$ cat config.mk
export PLATFORM = sky130hd
export DESIGN_NAME = adts_frame_splitter
export DESIGN_NICKNAME = d
export VERILOG_FILES = /design/src/design/afs_pkg.sv /design/src/design/afs_parse.sv /design/src/design/afs_cmd_fifo.sv /design/src/design/afs_emit.sv /design/src/design/adts_frame_splitter.sv
export SDC_FILE = /design/constraint.sdc
export NUM_CORES = 1
export LEC_CHECK = 0
export CAP_MARGIN = 20
export CELL_PAD_IN_SITES_DETAIL_PLACEMENT = 2
export CELL_PAD_IN_SITES_GLOBAL_PLACEMENT = 2
export CORE_MARGIN = 10
export CORE_UTILIZATION = 49
export CTS_CLUSTER_SIZE = 14
export DETAILED_ROUTE_END_ITERATION = 8
export DONT_BUFFER_PORTS = 1
export GPL_TIMING_DRIVEN = 1
export PLACE_DENSITY = 0.79
export SLEW_MARGIN = 20
export SYNTH_ARGS = -nofsm -noshare
export SYNTH_HDL_FRONTEND = slang
export SYNTH_SLANG_ARGS = --single-unit
$ cat constraint.sdc
create_clock -name clk -period 12.25 [get_ports clk]
set_clock_uncertainty 0.2 [all_clocks]
set_input_delay 0 -clock clk [delete_from_list [all_inputs] [get_ports clk]]
set_output_delay 0 -clock clk [all_outputs]
set_load 0.02 [all_outputs]
$ cat src/design/afs_pkg.sv
package afs_pkg;

    localparam int unsigned HDR_BYTES = 6;
    localparam int unsigned LEN_W = 13;
    localparam logic [LEN_W-1:0] MIN_LEN = 13'd7;
    localparam logic [7:0] SYNC_BYTE = 8'hFF;
    localparam logic [3:0] SYNC_NIBBLE = 4'hF;

    // Command queue between the parser and the emitter.
    localparam int unsigned QDEPTH = 8;
    localparam int unsigned QAW = $clog2(QDEPTH);
    localparam int unsigned QCW = $clog2(QDEPTH + 1);

    typedef enum logic {
        CMD_HEADER = 1'b0,
        CMD_BODY   = 1'b1
    } cmd_kind_t;

    // A header command carries all six held bytes; a body command uses data[0] only.
    typedef struct packed {
        cmd_kind_t                    kind;
        logic [HDR_BYTES-1:0][7:0]    data;
        logic                         last;
        logic [LEN_W-1:0]             len;
    } cmd_t;

endpackage

$ cat src/design/afs_parse.sv
module afs_parse (
    input  logic                      clk,
    input  logic                      rst_n,
    input  logic                      in_fire,
    input  logic [7:0]                in_byte,
    output logic                      cmd_push,
    output afs_pkg::cmd_t             cmd
);

    typedef enum logic [1:0] {
        MODE_HUNT   = 2'd0,
        MODE_HEADER = 2'd1,
        MODE_BODY   = 2'd2
    } mode_t;

    typedef struct packed {
        logic                                 in_hdr;
        logic [7:0]                           prev;
        logic [2:0]                           cnt;
        logic [afs_pkg::HDR_BYTES-1:0][7:0]   hold;
    } scan_t;

    mode_t                                mode_reg, mode_next;
    logic [7:0]                           prev_reg, prev_next;
    logic [afs_pkg::LEN_W-1:0]            count_reg, count_next;
    logic [afs_pkg::LEN_W-1:0]            len_reg, len_next;
    logic [afs_pkg::HDR_BYTES-1:0][7:0]   hold_reg, hold_next;

    // One byte through the hunt and header-fill logic, without header completion.
    function automatic scan_t scan_byte(scan_t s, logic [7:0] b);
        scan_t r;
        r = s;
        if (s.in_hdr) begin
            r.hold[s.cnt] = b;
            r.cnt = s.cnt + 3'd1;
        end
        else if (s.prev == afs_pkg::SYNC_BYTE && b[7:4] == afs_pkg::SYNC_NIBBLE) begin
            r.hold[0] = afs_pkg::SYNC_BYTE;
            r.hold[1] = b;
            r.cnt = 3'd2;
            r.in_hdr = 1'b1;
        end
        else begin
            r.prev = b;
        end
        return r;
    endfunction

    always_comb
    begin
        logic [afs_pkg::HDR_BYTES-1:0][7:0] hdr;
        logic [afs_pkg::LEN_W-1:0]          hdr_len;
        logic [afs_pkg::LEN_W-1:0]          body_count;
        logic                               body_last;
        scan_t                              st;

        mode_next  = mode_reg;
        prev_next  = prev_reg;
        count_next = count_reg;
        len_next   = len_reg;
        hold_next  = hold_reg;
        cmd_push   = 1'b0;
        cmd        = '0;

        hdr = hold_reg;
        hdr[afs_pkg::HDR_BYTES-1] = in_byte;
        hdr_len = {hold_reg[3][1:0], hold_reg[4], in_byte[7:5]};
        body_count = count_reg + 13'd1;
        body_last = (body_count >= len_reg);
        st = '0;

        if (in_fire) begin
            case (mode_reg)
                MODE_BODY:
                begin
                    cmd_push     = 1'b1;
                    cmd.kind     = afs_pkg::CMD_BODY;
                    cmd.data[0]  = in_byte;
                    cmd.last     = body_last;
                    cmd.len      = len_reg;
                    count_next   = body_count;
                    if (body_last) begin
                        mode_next  = MODE_HUNT;
                        prev_next  = 8'd0;
                        count_next = '0;
                    end
                end
                MODE_HEADER:
                begin
                    if (count_reg >= 13'(afs_pkg::HDR_BYTES)) begin
                        mode_next  = MODE_HUNT;
                        prev_next  = 8'd0;
                        count_next = '0;
                    end
                    else if (count_reg == 13'(afs_pkg::HDR_BYTES - 1)) begin
                        hold_next = hdr;
                        if (hdr_len >= afs_pkg::MIN_LEN) begin
                            cmd_push   = 1'b1;
                            cmd.kind   = afs_pkg::CMD_HEADER;
                            cmd.data   = hdr;
                            cmd.last   = 1'b0;
                            cmd.len    = hdr_len;
                            len_next   = hdr_len;
                            count_next = 13'(afs_pkg::HDR_BYTES);
                            mode_next  = MODE_BODY;
                        end
                        else begin
                            // False sync: rescan the five bytes after the rejected sync.
                            st.in_hdr = 1'b0;
                            st.prev   = 8'd0;
                            st.cnt    = 3'd0;
                            st.hold   = hdr;
                            for (int i = 1; i < afs_pkg::HDR_BYTES; i++) begin
                                st = scan_byte(st, hdr[i]);
                            end
                            mode_next  = st.in_hdr ? MODE_HEADER : MODE_HUNT;
                            prev_next  = st.prev;
                            count_next = 13'(st.cnt);
                            hold_next  = st.hold;
                        end
                    end
                    else begin
                        hold_next[count_reg[2:0]] = in_byte;
                        count_next = count_reg + 13'd1;
                    end
                end
                default:
                begin
                    if (prev_reg == afs_pkg::SYNC_BYTE && in_byte[7:4] == afs_pkg::SYNC_NIBBLE)
                    begin
                        hold_next[0] = afs_pkg::SYNC_BYTE;
                        hold_next[1] = in_byte;
                        count_next   = 13'd2;
                        mode_next    = MODE_HEADER;
                    end
                    else begin
                        prev_next = in_byte;
                        mode_next = MODE_HUNT;
                    end
                end
            endcase
        end
    end

    always_ff @(posedge clk or negedge rst_n)
    begin
        if (!rst_n) begin
            mode_reg  <= MODE_HUNT;
            prev_reg  <= 8'd0;
            count_reg <= '0;
            len_reg   <= '0;
        end
        else begin
            mode_reg  <= mode_next;
            prev_reg  <= prev_next;
            count_reg <= count_next;
            len_reg   <= len_next;
        end
    end

    always_ff @(posedge clk)
    begin
        hold_reg <= hold_next;
    end

endmodule

$ cat src/design/afs_cmd_fifo.sv
module afs_cmd_fifo (
    input  logic             clk,
    input  logic             rst_n,
    input  logic             wr_en,
    input  afs_pkg::cmd_t    wr_data,
    output logic             full,
    input  logic             rd_en,
    output afs_pkg::cmd_t    rd_data,
    output logic             empty
);

    afs_pkg::cmd_t              entry_reg [afs_pkg::QDEPTH];
    logic [afs_pkg::QAW-1:0]    wr_ptr_reg, wr_ptr_next;
    logic [afs_pkg::QAW-1:0]    rd_ptr_reg, rd_ptr_next;
    logic [afs_pkg::QCW-1:0]    fill_reg, fill_next;
    logic                       do_wr;
    logic                       do_rd;

    assign full    = (fill_reg == afs_pkg::QCW'(afs_pkg::QDEPTH));
    assign empty   = (fill_reg == '0);
    assign do_wr   = wr_en && !full;
    assign do_rd   = rd_en && !empty;
    assign rd_data = entry_reg[rd_ptr_reg];

    always_comb
    begin
        wr_ptr_next = do_wr ? wr_ptr_reg + 1'b1 : wr_ptr_reg;
        rd_ptr_next = do_rd ? rd_ptr_reg + 1'b1 : rd_ptr_reg;
        fill_next   = fill_reg;
        if (do_wr && !do_rd) begin
            fill_next = fill_reg + 1'b1;
        end
        else if (do_rd && !do_wr) begin
            fill_next = fill_reg - 1'b1;
        end
    end

    always_ff @(posedge clk or negedge rst_n)
    begin
        if (!rst_n) begin
            wr_ptr_reg <= '0;
            rd_ptr_reg <= '0;
            fill_reg   <= '0;
        end
        else begin
            wr_ptr_reg <= wr_ptr_next;
            rd_ptr_reg <= rd_ptr_next;
            fill_reg   <= fill_next;
        end
    end

    always_ff @(posedge clk)
    begin
        if (do_wr) begin
            entry_reg[wr_ptr_reg] <= wr_data;
        end
    end

endmodule

$ cat src/design/afs_emit.sv
module afs_emit (
    input  logic                        clk,
    input  logic                        rst_n,
    input  afs_pkg::cmd_t               cmd,
    input  logic                        cmd_valid,
    output logic                        cmd_pop,
    output logic                        empty,
    input  logic                        pop,
    output logic [7:0]                  frame_byte,
    output logic                        first_of_frame,
    output logic                        last_of_frame,
    output logic [afs_pkg::LEN_W-1:0]   frame_length
);

    logic                        out_valid_reg, out_valid_next;
    logic [2:0]                  idx_reg, idx_next;
    logic [7:0]                  byte_reg;
    logic                        first_reg;
    logic                        last_reg;
    logic [afs_pkg::LEN_W-1:0]   len_reg;
    logic                        load;
    logic                        is_hdr;

    assign is_hdr = (cmd.kind == afs_pkg::CMD_HEADER);
    assign load   = cmd_valid && (!out_valid_reg || pop);

    always_comb
    begin
        idx_next = idx_reg;
        cmd_pop  = 1'b0;
        if (load) begin
            if (!is_hdr) begin
                cmd_pop = 1'b1;
            end
            else if (idx_reg == 3'(afs_pkg::HDR_BYTES - 1)) begin
                cmd_pop  = 1'b1;
                idx_next = 3'd0;
            end
            else begin
                idx_next = idx_reg + 3'd1;
            end
        end
        if (load) begin
            out_valid_next = 1'b1;
        end
        else if (pop) begin
            out_valid_next = 1'b0;
        end
        else begin
            out_valid_next = out_valid_reg;
        end
    end

    always_ff @(posedge clk or negedge rst_n)
    begin
        if (!rst_n) begin
            out_valid_reg <= 1'b0;
            idx_reg       <= 3'd0;
        end
        else begin
            out_valid_reg <= out_valid_next;
            idx_reg       <= idx_next;
        end
    end

    always_ff @(posedge clk)
    begin
        if (load) begin
            byte_reg  <= is_hdr ? cmd.data[idx_reg] : cmd.data[0];
            first_reg <= is_hdr && (idx_reg == 3'd0);
            last_reg  <= !is_hdr && cmd.last;
            len_reg   <= cmd.len;
        end
    end

    assign empty          = !out_valid_reg;
    assign frame_byte     = byte_reg;
    assign first_of_frame = first_reg;
    assign last_of_frame  = last_reg;
    assign frame_length   = len_reg;

endmodule

$ cat src/design/adts_frame_splitter.sv
// Channel   Handshake          Payload
// input     push / full        stream_byte
// result    empty / pop        frame_byte, first_of_frame, last_of_frame, frame_length
//
// One byte is taken every cycle while the command queue has room.
// The parser turns each byte into at most one command; a header command is
// played out by the emitter as six items, a body byte as one.
// Each item is held in the command queue and then in the emitter's output register.
// The eight-entry command queue absorbs the header bursts, so full rises only
// when pop is held low. Reset is immediate; there is no clearing pass.
module adts_frame_splitter (
    input  logic                        clk,
    input  logic                        rst_n,
    input  logic                        push,
    output logic                        full,
    input  logic [7:0]                  stream_byte,
    output logic                        empty,
    input  logic                        pop,
    output logic [7:0]                  frame_byte,
    output logic                        first_of_frame,
    output logic                        last_of_frame,
    output logic [afs_pkg::LEN_W-1:0]   frame_length
);

    afs_pkg::cmd_t   front_cmd;
    afs_pkg::cmd_t   head_cmd;
    logic            front_push;
    logic            head_empty;
    logic            head_pop;
    logic            in_fire;

    assign in_fire = push && !full;

    afs_parse u_parse (
        .clk      (clk),
        .rst_n    (rst_n),
        .in_fire  (in_fire),
        .in_byte  (stream_byte),
        .cmd_push (front_push),
        .cmd      (front_cmd)
    );

    afs_cmd_fifo u_fifo (
        .clk     (clk),
        .rst_n   (rst_n),
        .wr_en   (front_push),
        .wr_data (front_cmd),
        .full    (full),
        .rd_en   (head_pop),
        .rd_data (head_cmd),
        .empty   (head_empty)
    );

    afs_emit u_emit (
        .clk            (clk),
        .rst_n          (rst_n),
        .cmd            (head_cmd),
        .cmd_valid      (!head_empty),
        .cmd_pop        (head_pop),
        .empty          (empty),
        .pop            (pop),
        .frame_byte     (frame_byte),
        .first_of_frame (first_of_frame),
        .last_of_frame  (last_of_frame),
        .frame_length   (frame_length)
    );

endmodule
Word-level counts from Yosys, hierarchy flattened

Memories as Yosys holds them, arrays and structs flattened.
Cells that the tools add are included.

Add/subtract/negate cells: 9
Bitwise logic cells: 3
Multiplexer cells: 149
Eq/ne operators: 21
Magnitude comparators: 12
Reduce and logical (&&, ||, !) cells: 37

Operators with widths:

| operator                                             | count |
|---|---|
| two-way mux 32 bit                                   | 13 |
| two-way mux 16 bit                                   | 24 |
| bitwise mux 48 bit                                   | 4 |
| two-way mux 63 bit                                   | 3 |
| two-way mux 9 bit                                    | 18 |
| two-way mux 8 bit                                    | 20 |
| demux 8 bit (select 3 bit)                           | 4 |
| two-way mux 48 bit                                   | 2 |
| two-way mux 62 bit                                   | 1 |
| two-way mux 12 bit                                   | 5 |
| two-way mux 3 bit                                    | 18 |
| two-way mux 13 bit                                   | 4 |
| one-hot mux 22 bit (2 select lines)                  | 1 |
| equality test 8 bit, second input constant           | 5 |
| two-way mux 40 bit                                   | 1 |
| one-hot mux 16 bit (2 select lines)                  | 1 |
| >= comparator 13 x 3 -> 1 bit, second input constant | 2 |
| one-hot mux 13 bit (2 select lines)                  | 1 |
| binary-select mux 8 bit (select 3 bit)               | 1 |
| equality test 4 bit, second input constant           | 5 |
| < comparator 3 x 4 -> 1 bit, second input constant   | 5 |
| adder 3 x 1 -> 3 bit, second input constant          | 6 |
| logical AND 1 bit                                    | 17 |
| two-way mux 1 bit                                    | 17 |
| 30 further kinds                                     | 53 |

Memories kept: 1
Word-level logic and storage cells: 251
RAM bits: 504
Output and inout port bits: 25
Input bits: 12
Register bits after elaboration: 121

Memory list:

| memory           | depth | bits a word | rd ports | clocked after Yosys merged registers in | wr ports | RTL line           | source |
|---|---|---|---|---|---|---|---|
| u_fifo.entry_reg | 8     | 63          | 1        | 0                                       | 1        | afs_cmd_fifo.sv:12 | `afs_pkg::cmd_t entry_reg [afs_pkg::QDEPTH];` |

Logic depth before layout (Yosys ltp)

Gate-level depths: netlist (run 1).

Depth in word-level cells: 46
Mapped depth: 16
Gate-level depth less buffers: 15

Hierarchy

From an unflattened synthesis (run 1), not the netlist that was laid out.

Cell total of the unflattened synthesis: 1483
Area total of the unflattened synthesis: 26172.6 um2

Modules (own cells, without submodules):

| module              | area each (um2) | sequential area each (um2) | times used | cells an instance |
|---|---|---|---|---|
| afs_cmd_fifo        | 19537.5         | 15384.8                    | 1          | 792 |
| afs_parse           | 5276.3          | 2102.0                     | 1          | 595 |
| afs_emit            | 1341.3          | 790.8                      | 1          | 94 |
| adts_frame_splitter | 17.5            | 0.0                        | 1          | 2 |

Worst setup path after synthesis (run 1)

Ideal clock, no wire load.

Path kind: register -> register
From: register u_parse.count_reg[9] in the netlist's numbering
To: memory u_fifo.entry_reg[0][0] in the netlist's numbering, enable pin
Required time: 11.411 ns
Stages on the path, launching flop included: 7
Buffers on the path: 1
Clock period less this slack: 8.563 ns
Library setup time: 0.639 ns
Path slack: 3.687 ns
Arrival time: 7.724 ns
Cell sequence: dfrtp_1 -> buf_2 -> or4_1 -> nor4_2 -> and4_1 -> o21ai_2 -> nor4_1

Longest elaborated chain between the ends: 8
Elaborated cells on any way between the ends: 9
Those cells by class: order compare (1); eq/ne (1); mux (6); reduce/logical (1)

RTL lines:

| item                                                                  | RTL line           | source |
|---|---|---|
| start: declaration                                                    | afs_parse.sv:25    | `logic [afs_pkg::LEN_W-1:0] count_reg, count_next;` |
| start signal: assignment                                              | afs_parse.sv:156   | `count_reg <= count_next;` |
| branches (longest 2 deep; another with >= comparator 13 x 3 -> 1 bit) | n/a                |  |
| two-way mux 1 bit (*)                                                 | afs_parse.sv:90    | `if (count_reg >= 13'(afs_pkg::HDR_BYTES)) begin` |
| one-hot mux 1 bit (2 select lines) (*)                                | afs_parse.sv:73    | `case (mode_reg)` |
| two-way mux 1 bit (*)                                                 | afs_parse.sv:72    | `if (in_fire) begin` |
| logical AND 1 bit (*)                                                 | afs_cmd_fifo.sv:21 | `assign do_wr = wr_en && !full;` |
| two-way mux 1 bit (*)                                                 | afs_cmd_fifo.sv:54 | `if (do_wr) begin` |
| two-way mux 1 bit (implied by the code) (*)                           | afs_cmd_fifo.sv:55 | `entry_reg[wr_ptr_reg] <= wr_data;` |
| end: declaration                                                      | afs_cmd_fifo.sv:12 |  |

Mark *: on every way between the ends.

Worst setup path after layout (run 1)

From: register u_parse.count_reg[10] in the netlist's numbering
To: memory u_fifo.entry_reg[5][45] in the netlist's numbering, enable pin

Longest elaborated chain between the ends: 8
Elaborated cells on any way between the ends: 9
Those cells by class: order compare (1); eq/ne (1); mux (6); reduce/logical (1)

RTL lines:

| item                                                                  | RTL line           | source |
|---|---|---|
| branches (longest 2 deep; another with >= comparator 13 x 3 -> 1 bit) | n/a                |  |
| two-way mux 1 bit (*)                                                 | afs_parse.sv:90    |  |
| one-hot mux 1 bit (2 select lines) (*)                                | afs_parse.sv:73    |  |
| two-way mux 1 bit (*)                                                 | afs_parse.sv:72    |  |
| logical AND 1 bit (*)                                                 | afs_cmd_fifo.sv:21 |  |
| net u_fifo.do_wr                                                      | afs_cmd_fifo.sv:16 | `logic do_wr;` |
| two-way mux 1 bit (*)                                                 | afs_cmd_fifo.sv:54 |  |
| two-way mux 1 bit (implied by the code) (*)                           | afs_cmd_fifo.sv:55 |  |

Mark *: on every way through the listed nets, which the timed path passes.

==> results of run 1 <==
==> synthesized netlist by cell type (3+ instances only) <==
| master | number | share of area (%) |
|---|---|---|
| nand3_1 | 18 | 0.35 |
| a21oi_1 | 32 | 0.62 |
| xor2_1 | 5 | 0.17 |
| nand2b_1 | 14 | 0.34 |
| nor3_1 | 19 | 0.37 |
| nor2b_1 | 13 | 0.31 |
| a22o_1 | 18 | 0.61 |
| mux2_2 | 16 | 0.70 |
| a221o_1 | 14 | 0.54 |
| and4_1 | 5 | 0.17 |
| and3_1 | 4 | 0.097 |
| nor4_1 | 9 | 0.22 |
| o2111ai_1 | 6 | 0.20 |
| xnor2_1 | 13 | 0.44 |
| inv_1 | 49 | 0.71 |
| nand4_1 | 12 | 0.29 |
| nor2_1 | 43 | 0.62 |
| o211ai_1 | 17 | 0.49 |
| mux4_2 | 121 | 11 |
| a21oi_2 | 10 | 0.34 |
| edfxtp_1 | 567 | 66 |
| buf_2 | 23 | 0.45 |
| nand2_4 | 10 | 0.44 |
| ha_1 | 23 | 1.1 |
| dfrtp_1 | 50 | 4.8 |
| mux2i_1 | 50 | 1.9 |
| a31oi_1 | 5 | 0.12 |
| buf_1 | 5 | 0.073 |
| clkbuf_1 | 43 | 0.62 |
| o22ai_1 | 11 | 0.27 |
| nor3_2 | 3 | 0.12 |
| a22oi_1 | 12 | 0.35 |
| and2_1 | 40 | 0.97 |
| o21ai_0 | 73 | 1.4 |
| buf_4 | 5 | 0.15 |
| nand2_1 | 90 | 1.3 |
| a21o_1 | 5 | 0.15 |
==> per-layer routing <==
layer,GRT usage [%],vias to the layer above
li1,-,6042
met1,38.7,8643
met2,49.9,1086
met3,7.99,217
met4,9.99,4
met5,0,-
==> final cells by class <==
type	instances	area (um2)	share of cell area, %
repair buffers	48	472	1.63
clock inverters	23	130	0.449
clock buffers	93	1930	6.67
multi-input cells	753	7110	24.5
diodes	2	5.00	0.0173
inverters	49	184	0.635
flip-flops and latches	617	18300	63.1
well taps	688	861	2.97
==> worst register-to-register path: cells and delay by family, from the launching register on <==
| kind | cells | cell delay (ns) |
|---|---|---|
| AND/OR/NAND/NOR | 5 | 2.34 |
| AO/OA/AOI/OAI | 1 | 0.20 |
| buffers and inverters | 3 | 1.23 |
| flip-flops | 1 | 0.48 |
==> power by group <==
part | switching (mW) | total [mW] | internal (mW)
combinational | 0.740 | 1.23 | 0.494
sequential | 0.187 | 2.54 | 2.36
clock | 0.946 | 2.07 | 1.12
==> what timing repair did <==
action | CTS | global route
hold buffers | 17 | 0
endpoints found under the hold margin | 298 | 0
endpoints found under the setup margin | 0 | 0
==> how the worst min path moves through the flow <==
stage                    from                      end  slack [ns]  cells after the start
3_3_place_gp            rst_n     u_fifo.wr_ptr_reg[0]       -0.49                      0
2_1_floorplan           rst_n        u_emit.idx_reg[0]       -0.50                      0
6_report                 push  u_fifo.entry_reg[2][13]        0.25                      3
5_1_grt                  push  u_fifo.entry_reg[2][13]        0.24                      3
3_5_place_dp            rst_n       u_fifo.fill_reg[0]       -0.49                      0
4_1_cts        stream_byte[1]     u_parse.hold_reg[25]        0.23                      3
==> cells by family after synthesis <==
family                     share of synthesized area [%]
and+or+nand+nor                                     6.24
AOI/OAI and AO/OA                                   5.93
muxes                                               13.2
adders and majority gates                           1.19
xor gates and xnor gates                           0.610
buffers and inverters                               2.08
DFF                                                 70.8
==> results.cfg, run 1 <==
[run_status]
status = complete, no violations

[drt]
wl_per_cell_um = 42.3
ant_nets = 0
drtPass1Iterations = 5
wl_met1_mm = 36.7
drtIter0Drc = 2215
top_layer_used = met5
drt_wl_total_mm = 96.2
via_per_inst = 7.04
dr_total_vias = 16000
wl_met2_mm = 47.1
drc = 0
dr_wl_met3_mm = 8.93

[setup_path]
critPathBufInv = 3
cp_top_family = simple AND/OR/NAND/NOR gates
critPathSlowestCell = nor2_4
worstReg2RegStart = u_parse.count_reg[10]
path_cells = or4_1 -> nor4_2 -> buf_4 -> and4_1 -> o21ai_2 -> inv_1 -> nand2_1 -> nor2_4 -> buf_4
critPathArrivalTime_ns = 4.89
worstSetupPathType = register to register
critPathCaptureType = register
cp.depth = 9
reg2reg_depth = 9
critPathMaxStageDelay_ns = 0.89
cp-endpoint = u_fifo.entry_reg[5][45]
r2r_slack_ns = 7.37
crit_start = u_parse.count_reg[10]
r2r-end = u_fifo.entry_reg[5][45]
cpMostUsedCell = buf_4
crit_required_ns = 12.27
startpoint_type = register
critPathMaxFanout = 40

[yosys]
synth_ff_type = edfxtp_1
yosysWarnings = 0
yosys.cell_types.count = 72
synth_cells = 1497
seq_area_frac_synth_pct = 70.8
synth_area_per_cell_um2 = 17.3
syn_nets = 1533
synth_edf_count = 567
ys_ff_latch = 617
synth_area_mm2 = 0.0258
async_flop_share_pct = 8.10

[place]
portBuffers = 0
dp_cells = 2135
dpl-instance-area_mm2 = 0.0266
gp_congestion = 0.820
place_ws_ns = 7.58
dp_hpwl_mm = 53.2

[clock_tree]
cts_tree = done
clockRootBuffer = clkbuf_16
post_cts_resized = 0
cts_made_buffers = 69
h-tree-depth = 3
clock_latency_ns = 0.63
clock-sinks = 617
clkTransAtPathRegs_ns = 0.08
cts_setup_buffers = 0
clk_path_buf_depth = 3

[global_routing]
grt_max_degree = 98
grt_antenna_before_repair = 6
grt_pass1_wl_mm = 136
grtUsageTotal_pct = 30.4
grt_overflow_total = 0
grt_pass1_vias = 16800

[die]
die_h_um = 250
ios = 37
rows = 84
core-area_mm2 = 0.0523
dieWidth_um = 250
die_area_mm2 = 0.0623
start_util_pct = 49.3

[sta]
finalCriticalPeriod_ns = 4.88
clock.fmax_mhz = 205
worstMarginPinSlew_ns = 1.15
drv_slew = 0
slew_headroom_pct = 23.2
finalCritPeriodShare_pct = 39.8
fin_ws_ns = 7.37
finalSetupViolCount = 0
holdWs_ns = 0.249
hold_violations = 0
rsz0062_at_grt = no
setup_tns_ns = 0

[cells_and_area]
area_growth_pct = 12.2
fin_util_pct = 55.4
drive_above_1_share_pct = 19.7
fin_cells = 2273
finalInstanceArea_mm2 = 0.0290
fillCellCount = 4481
final_common_cell = edfxtp_1
largest_reg_flops = 504
nets = 1574
final_cell_mix = edfxtp_1, mux4_2, nand2_1

[power]
finalPower_mw = 5.85
power_leakage_nw = 9.42
vdd_ir_drop_max_mv = 0.145
power_density_mw_per_mm2 = 202

[min_path]
hp-class = input pin to register

[job]
maxCapViolCount = 0
Note: power is estimated with default switching activity, not from simulation.
==> run 2, diff against run 1 <==
==> constraint.sdc (replaced) <==
create_clock -name clk -period 4.6 [get_ports clk]
set_clock_uncertainty 0.2 [all_clocks]
set_input_delay 0 -clock clk [delete_from_list [all_inputs] [get_ports clk]]
set_output_delay 0 -clock clk [all_outputs]
set_load 0.02 [all_outputs]
==> results.cfg, run 2 (same netlist as run 1, synthesis figures left out) <==
[place]
place_ws_ns = 0.369
gp_congestion = 0.839
dp_hpwl_mm = 55.3
portBuffers = 0

[power]
seq_power_share_pct = 42.5
pwr-share-comb_pct = 22.6
power_density_mw_per_mm2 = 530
p_clk_share_pct = 34.8
switching_share_pct = 31.3
power.switching_mw = 4.88
power_leakage_nw = 9.56
finalPower_mw = 15.6
p_int_mw = 10.7
vdd_ir_drop_max_mv = 0.365

[sta]
finalCriticalPeriod_ns = 4.38
drv_slew = 0
worstMarginPinSlew_ns = 0.956
hold_violations = 0
holdWs_ns = 0.0655
finalSetupViolCount = 0
finalCritPeriodShare_pct = 95.3
clock.fmax_mhz = 228
slew_headroom_pct = 35.7
rsz0062_at_grt = no
fin_ws_ns = 0.216

[setup_path]
critPathCaptureType = register
startpoint_type = register
critPathArrivalTime_ns = 4.69
r2r_slack_ns = 0.22
critPathMaxFanout = 11
crit_required_ns = 4.91
worstSetupPathType = register to register

[cells_and_area]
largest_reg_flops = 504
drive_above_1_share_pct = 20.6
final_cell_mix = edfxtp_1, mux4_2, nand2_1
nets = 1589
final_common_cell = edfxtp_1
area_growth_pct = 13.7

[clock_tree]
clock_latency_ns = 0.61
clock-sinks = 617
cts_made_buffers = 67
clkTransAtPathRegs_ns = 0.06
clockRootBuffer = clkbuf_16
cts_tree = done
h-tree-depth = 3
clk_path_buf_depth = 3
cts_setup_buffers = 0

[die]
start_util_pct = 49.3
dieWidth_um = 250
rows = 84
ios = 37
die_area_mm2 = 0.0623
die_h_um = 250
core-area_mm2 = 0.0523

[global_routing]
grt_pass1_vias = 16900
grtUsageTotal_pct = 30.1
grt_overflow_total = 0
grt_pass1_wl_mm = 136
grt_antenna_before_repair = 7
grt_max_degree = 75

[drt]
ant_nets = 0
dr_total_vias = 15700
drc = 0
drtIter0Drc = 2110
drt_wl_total_mm = 94.8
via_per_inst = 6.87
drtPass1Iterations = 5
wl_per_cell_um = 41.3

[job]
maxCapViolCount = 0

[min_path]
hp-class = input pin to register

[run_status]
status = complete, no violations
## run 2: cell count changes in the layout (fill, tap and decap cells not counted), moves of 2 or more
cell and delta:
nor3_4 +4, clkbuf_8 +4, bufinv_16 +2, nor3_2 -8, clkinvlp_4 +2, dlygate4sd3_1 -2
buf_12 +18, clkbuf_16 -4, nor4_2 -2, buf_4 +4, nor3_1 +4
## run 2: worst paths after layout
| kind | end | cells past startpoint | startpoint |
|---|---|---|---|
| min reg2reg | u_parse.prev_reg[0] | 2 | u_parse.prev_reg[0] |
| max in group asynchronous | u_fifo.fill_reg[0] | 4 | rst_n |
| min in group asynchronous | u_parse.len_reg[8] | 4 | rst_n |
| max | u_fifo.fill_reg[3] | 15 | u_parse.count_reg[0] |
| min | u_parse.mode_reg[0] | 4 | stream_byte[7] |
| max reg2reg | u_fifo.fill_reg[3] | 15 | u_parse.count_reg[0] |
## run 2: through the flow
step | cells | cell area [um2] | setup TNS (ns) | utilization [%]
floorplan | 1497 | 25900 | -194.92 | -
global placement | 2156 | 27000 | 0 | 51.7
detailed placement | 2156 | 27000 | 0 | 51.7
CTS | 2290 | 29300 | 0 | 56.0
global route | 2292 | 29400 | 0 | 56.1
finish | 2292 | 29400 | 0 | 56.1
## run 2: critical path, stage by stage, from the launching register on
cell and delay, ns:
dfrtp_1 0.60, inv_1 0.18, ha_1 0.25, o21ai_0 0.46, and2_1 0.27, and4_1 0.34
o21ai_4 0.17, inv_1 0.21, ha_1 0.24, inv_1 0.11, ha_1 0.30, a21o_1 0.16
a21oi_1 0.27, xnor2_1 0.13, nor2_1 0.14, xor2_1 0.24
## run 2: per-layer routing
metal / track usage (%) / wire length [um] / up-vias
met3: 6.63 / 8110 / 202
li1: - / - / 6078
met2: 50.5 / 47100 / 971
met4: 8.80 / 2960 / 4
met1: 38.6 / 36500 / 8484
met5: 0 / 20 / -
## run 2: repair_timing
item / CTS / global route
hold buffers: 15 / 0
endpoints found under the hold margin: 297 / 0
gates resized for setup: 0 / 1
setup endpoints to repair: 0 / 1
## run 2: area by class of cell
| cell class | instances | area [um2] |
|---|---|---|
| Multi-Input combinational cell | 753 | 7120 |
| Timing Repair Buffer | 65 | 818 |
| Tap cell | 688 | 861 |
| Sequential cell | 617 | 18300 |
| Inverter | 49 | 184 |
| Clock inverter | 27 | 209 |
| Fill cell | 4437 | 23000 |
| Antenna cell | 1 | 2.50 |
| Clock buffer | 92 | 1880 |
## run 2: power groups by stage
| stage | Clock (mW) | Combinational, mW | Sequential [mW] |
|---|---|---|---|
| final | 5.42 | 3.53 | 6.63 |
| after global routing | 5.70 | 3.73 | 6.65 |
| after CTS | 5.46 | 3.51 | 6.63 |
| after detailed placement | 0 | 3.31 | 6.73 |
| after global placement | 0 | 3.10 | 6.68 |
| after floorplan | 0 | 2.32 | 6.57 |
==> run 3, diff against run 2 <==
--- a/config.mk
+++ b/config.mk
@@ -14,7 +14,9 @@
 export DETAILED_ROUTE_END_ITERATION = 8
 export DONT_BUFFER_PORTS = 1
 export GPL_TIMING_DRIVEN = 1
+export MAX_ROUTING_LAYER = met4
 export PLACE_DENSITY = 0.79
+export REMOVE_ABC_BUFFERS = 1
 export SLEW_MARGIN = 20
 export SYNTH_ARGS = -nofsm -noshare
 export SYNTH_HDL_FRONTEND = slang
==> constraint.sdc (replaced) <==
create_clock -name clk -period 4.7 [get_ports clk]
set_clock_uncertainty 0.2 [all_clocks]
set_input_delay 0 -clock clk [delete_from_list [all_inputs] [get_ports clk]]
set_output_delay 0 -clock clk [all_outputs]
set_load 0.02 [all_outputs]
==> results.cfg, run 3 (same netlist as run 1, synthesis figures left out) <==
[run_status]
status = complete, no violations

[sta]
slew_headroom_pct = 23.0
fin_ws_ns = 0.323
worstMarginPinSlew_ns = 1.14
clock.fmax_mhz = 228
holdWs_ns = 0.323
finalCritPeriodShare_pct = 93.1
drv_slew = 0
setup_tns_ns = 0
hold_violations = 0
rsz0062_at_grt = no
finalCriticalPeriod_ns = 4.38
finalSetupViolCount = 0

[cells_and_area]
finalInstanceArea_mm2 = 0.0292
final_common_cell = edfxtp_1
fillCellCount = 4467
nets = 1585
area_growth_pct = 13.2
drive_above_1_share_pct = 20.4
final_cell_mix = edfxtp_1, mux4_2, nand2_1
fin_util_pct = 55.9
fin_cells = 2291
largest_reg_flops = 504

[drt]
ant_nets = 0
drc = 0
drtPass1Iterations = 5
drt_wl_total_mm = 91.3
dr_total_vias = 15600
via_per_inst = 6.82
drtIter0Drc = 1761
wl_per_cell_um = 39.8

[die]
core-area_mm2 = 0.0523
rows = 84
dieWidth_um = 250
die_area_mm2 = 0.0623
start_util_pct = 49.3
ios = 37
die_h_um = 250

[setup_path]
crit_required_ns = 5.00
critPathCaptureType = register
critPathMaxFanout = 11
critPathArrivalTime_ns = 4.68
startpoint_type = register
worstSetupPathType = register to register

[clock_tree]
h-tree-depth = 3
cts_tree = done
clock-sinks = 617
cts_setup_buffers = 0
clockRootBuffer = clkbuf_16
clkTransAtPathRegs_ns = 0.07
clk_path_buf_depth = 3
cts_made_buffers = 66
clock_latency_ns = 0.63

[global_routing]
grt_pass1_vias = 16900
grtUsageTotal_pct = 29.9
grt_antenna_before_repair = 8
grt_overflow_total = 0
grt_max_degree = 72
grt_pass1_wl_mm = 131

[place]
portBuffers = 0
dpl-instance-area_mm2 = 0.0269
gp_congestion = 0.877
dp_cells = 2154
place_ws_ns = 0.262
dp_hpwl_mm = 52.7

[power]
power_leakage_nw = 9.53
power_density_mw_per_mm2 = 520
vdd_ir_drop_max_mv = 0.320
finalPower_mw = 15.2

[min_path]
hp-class = input pin to register

[job]
maxCapViolCount = 0
-- run 3: what timing repair did --
action                                 CTS  global route
resized for setup                        0             0
hold buffers                            15             0
endpoints found under the hold margin  345             0
-- run 3: worst paths after layout --
check                      slack (ns)                   end  depth (start not counted)            startpoint
min reg2reg                      0.34   u_parse.prev_reg[1]                          2   u_parse.prev_reg[1]
max reg2reg                      0.32   u_parse.prev_reg[4]                         12  u_parse.count_reg[0]
min in group asynchronous        0.35  u_fifo.wr_ptr_reg[2]                          4                 rst_n
max                              0.32   u_parse.prev_reg[4]                         12  u_parse.count_reg[0]
max in group asynchronous        3.65  u_fifo.rd_ptr_reg[1]                          4                 rst_n
min                              0.32  u_parse.hold_reg[27]                          3        stream_byte[3]
-- run 3: cell type report --
| class | instances | area (um2) | share of cell area (%) |
|---|---|---|---|
| Inverter | 49 | 184 | 0.629 |
| Tap cell | 688 | 861 | 2.94 |
| Multi-Input combinational cell | 753 | 7090 | 24.2 |
| Clock inverter | 22 | 178 | 0.608 |
| Timing Repair Buffer | 62 | 713 | 2.44 |
| Antenna cell | 5 | 12.5 | 0.0428 |
| Sequential cell | 617 | 18300 | 62.5 |
| Clock buffer | 95 | 1920 | 6.56 |
-- run 3: critical path, stage by stage (launching register included) --
cell and delay, ns:
dfrtp_1 0.63, ha_1 0.30, and3_1 0.21, and3_1 0.28
nand3_1 0.22, xnor2_1 0.19, ha_1 0.35, a211oi_1 0.33
nand3_1 0.14, a311oi_1 0.51, nand2_1 0.22, nand3_1 0.43
mux2i_1 0.26
-- run 3: where the power goes --
part | switching (mW) | internal, mW
clock | 2.33 | 3.00
sequential | 0.441 | 6.14
combinational | 1.94 | 1.34
-- run 3: per-layer routing --
| metal | part of all wire [%] | global-route usage [%] | wire length, um |
|---|---|---|---|
| met5 | 0 | - | 0 |
| met3 | 7.9 | 6.30 | 7170 |
| met2 | 49 | 47.7 | 44700 |
| met1 | 38 | 36.3 | 35000 |
| met4 | 4.8 | 13.3 | 4380 |
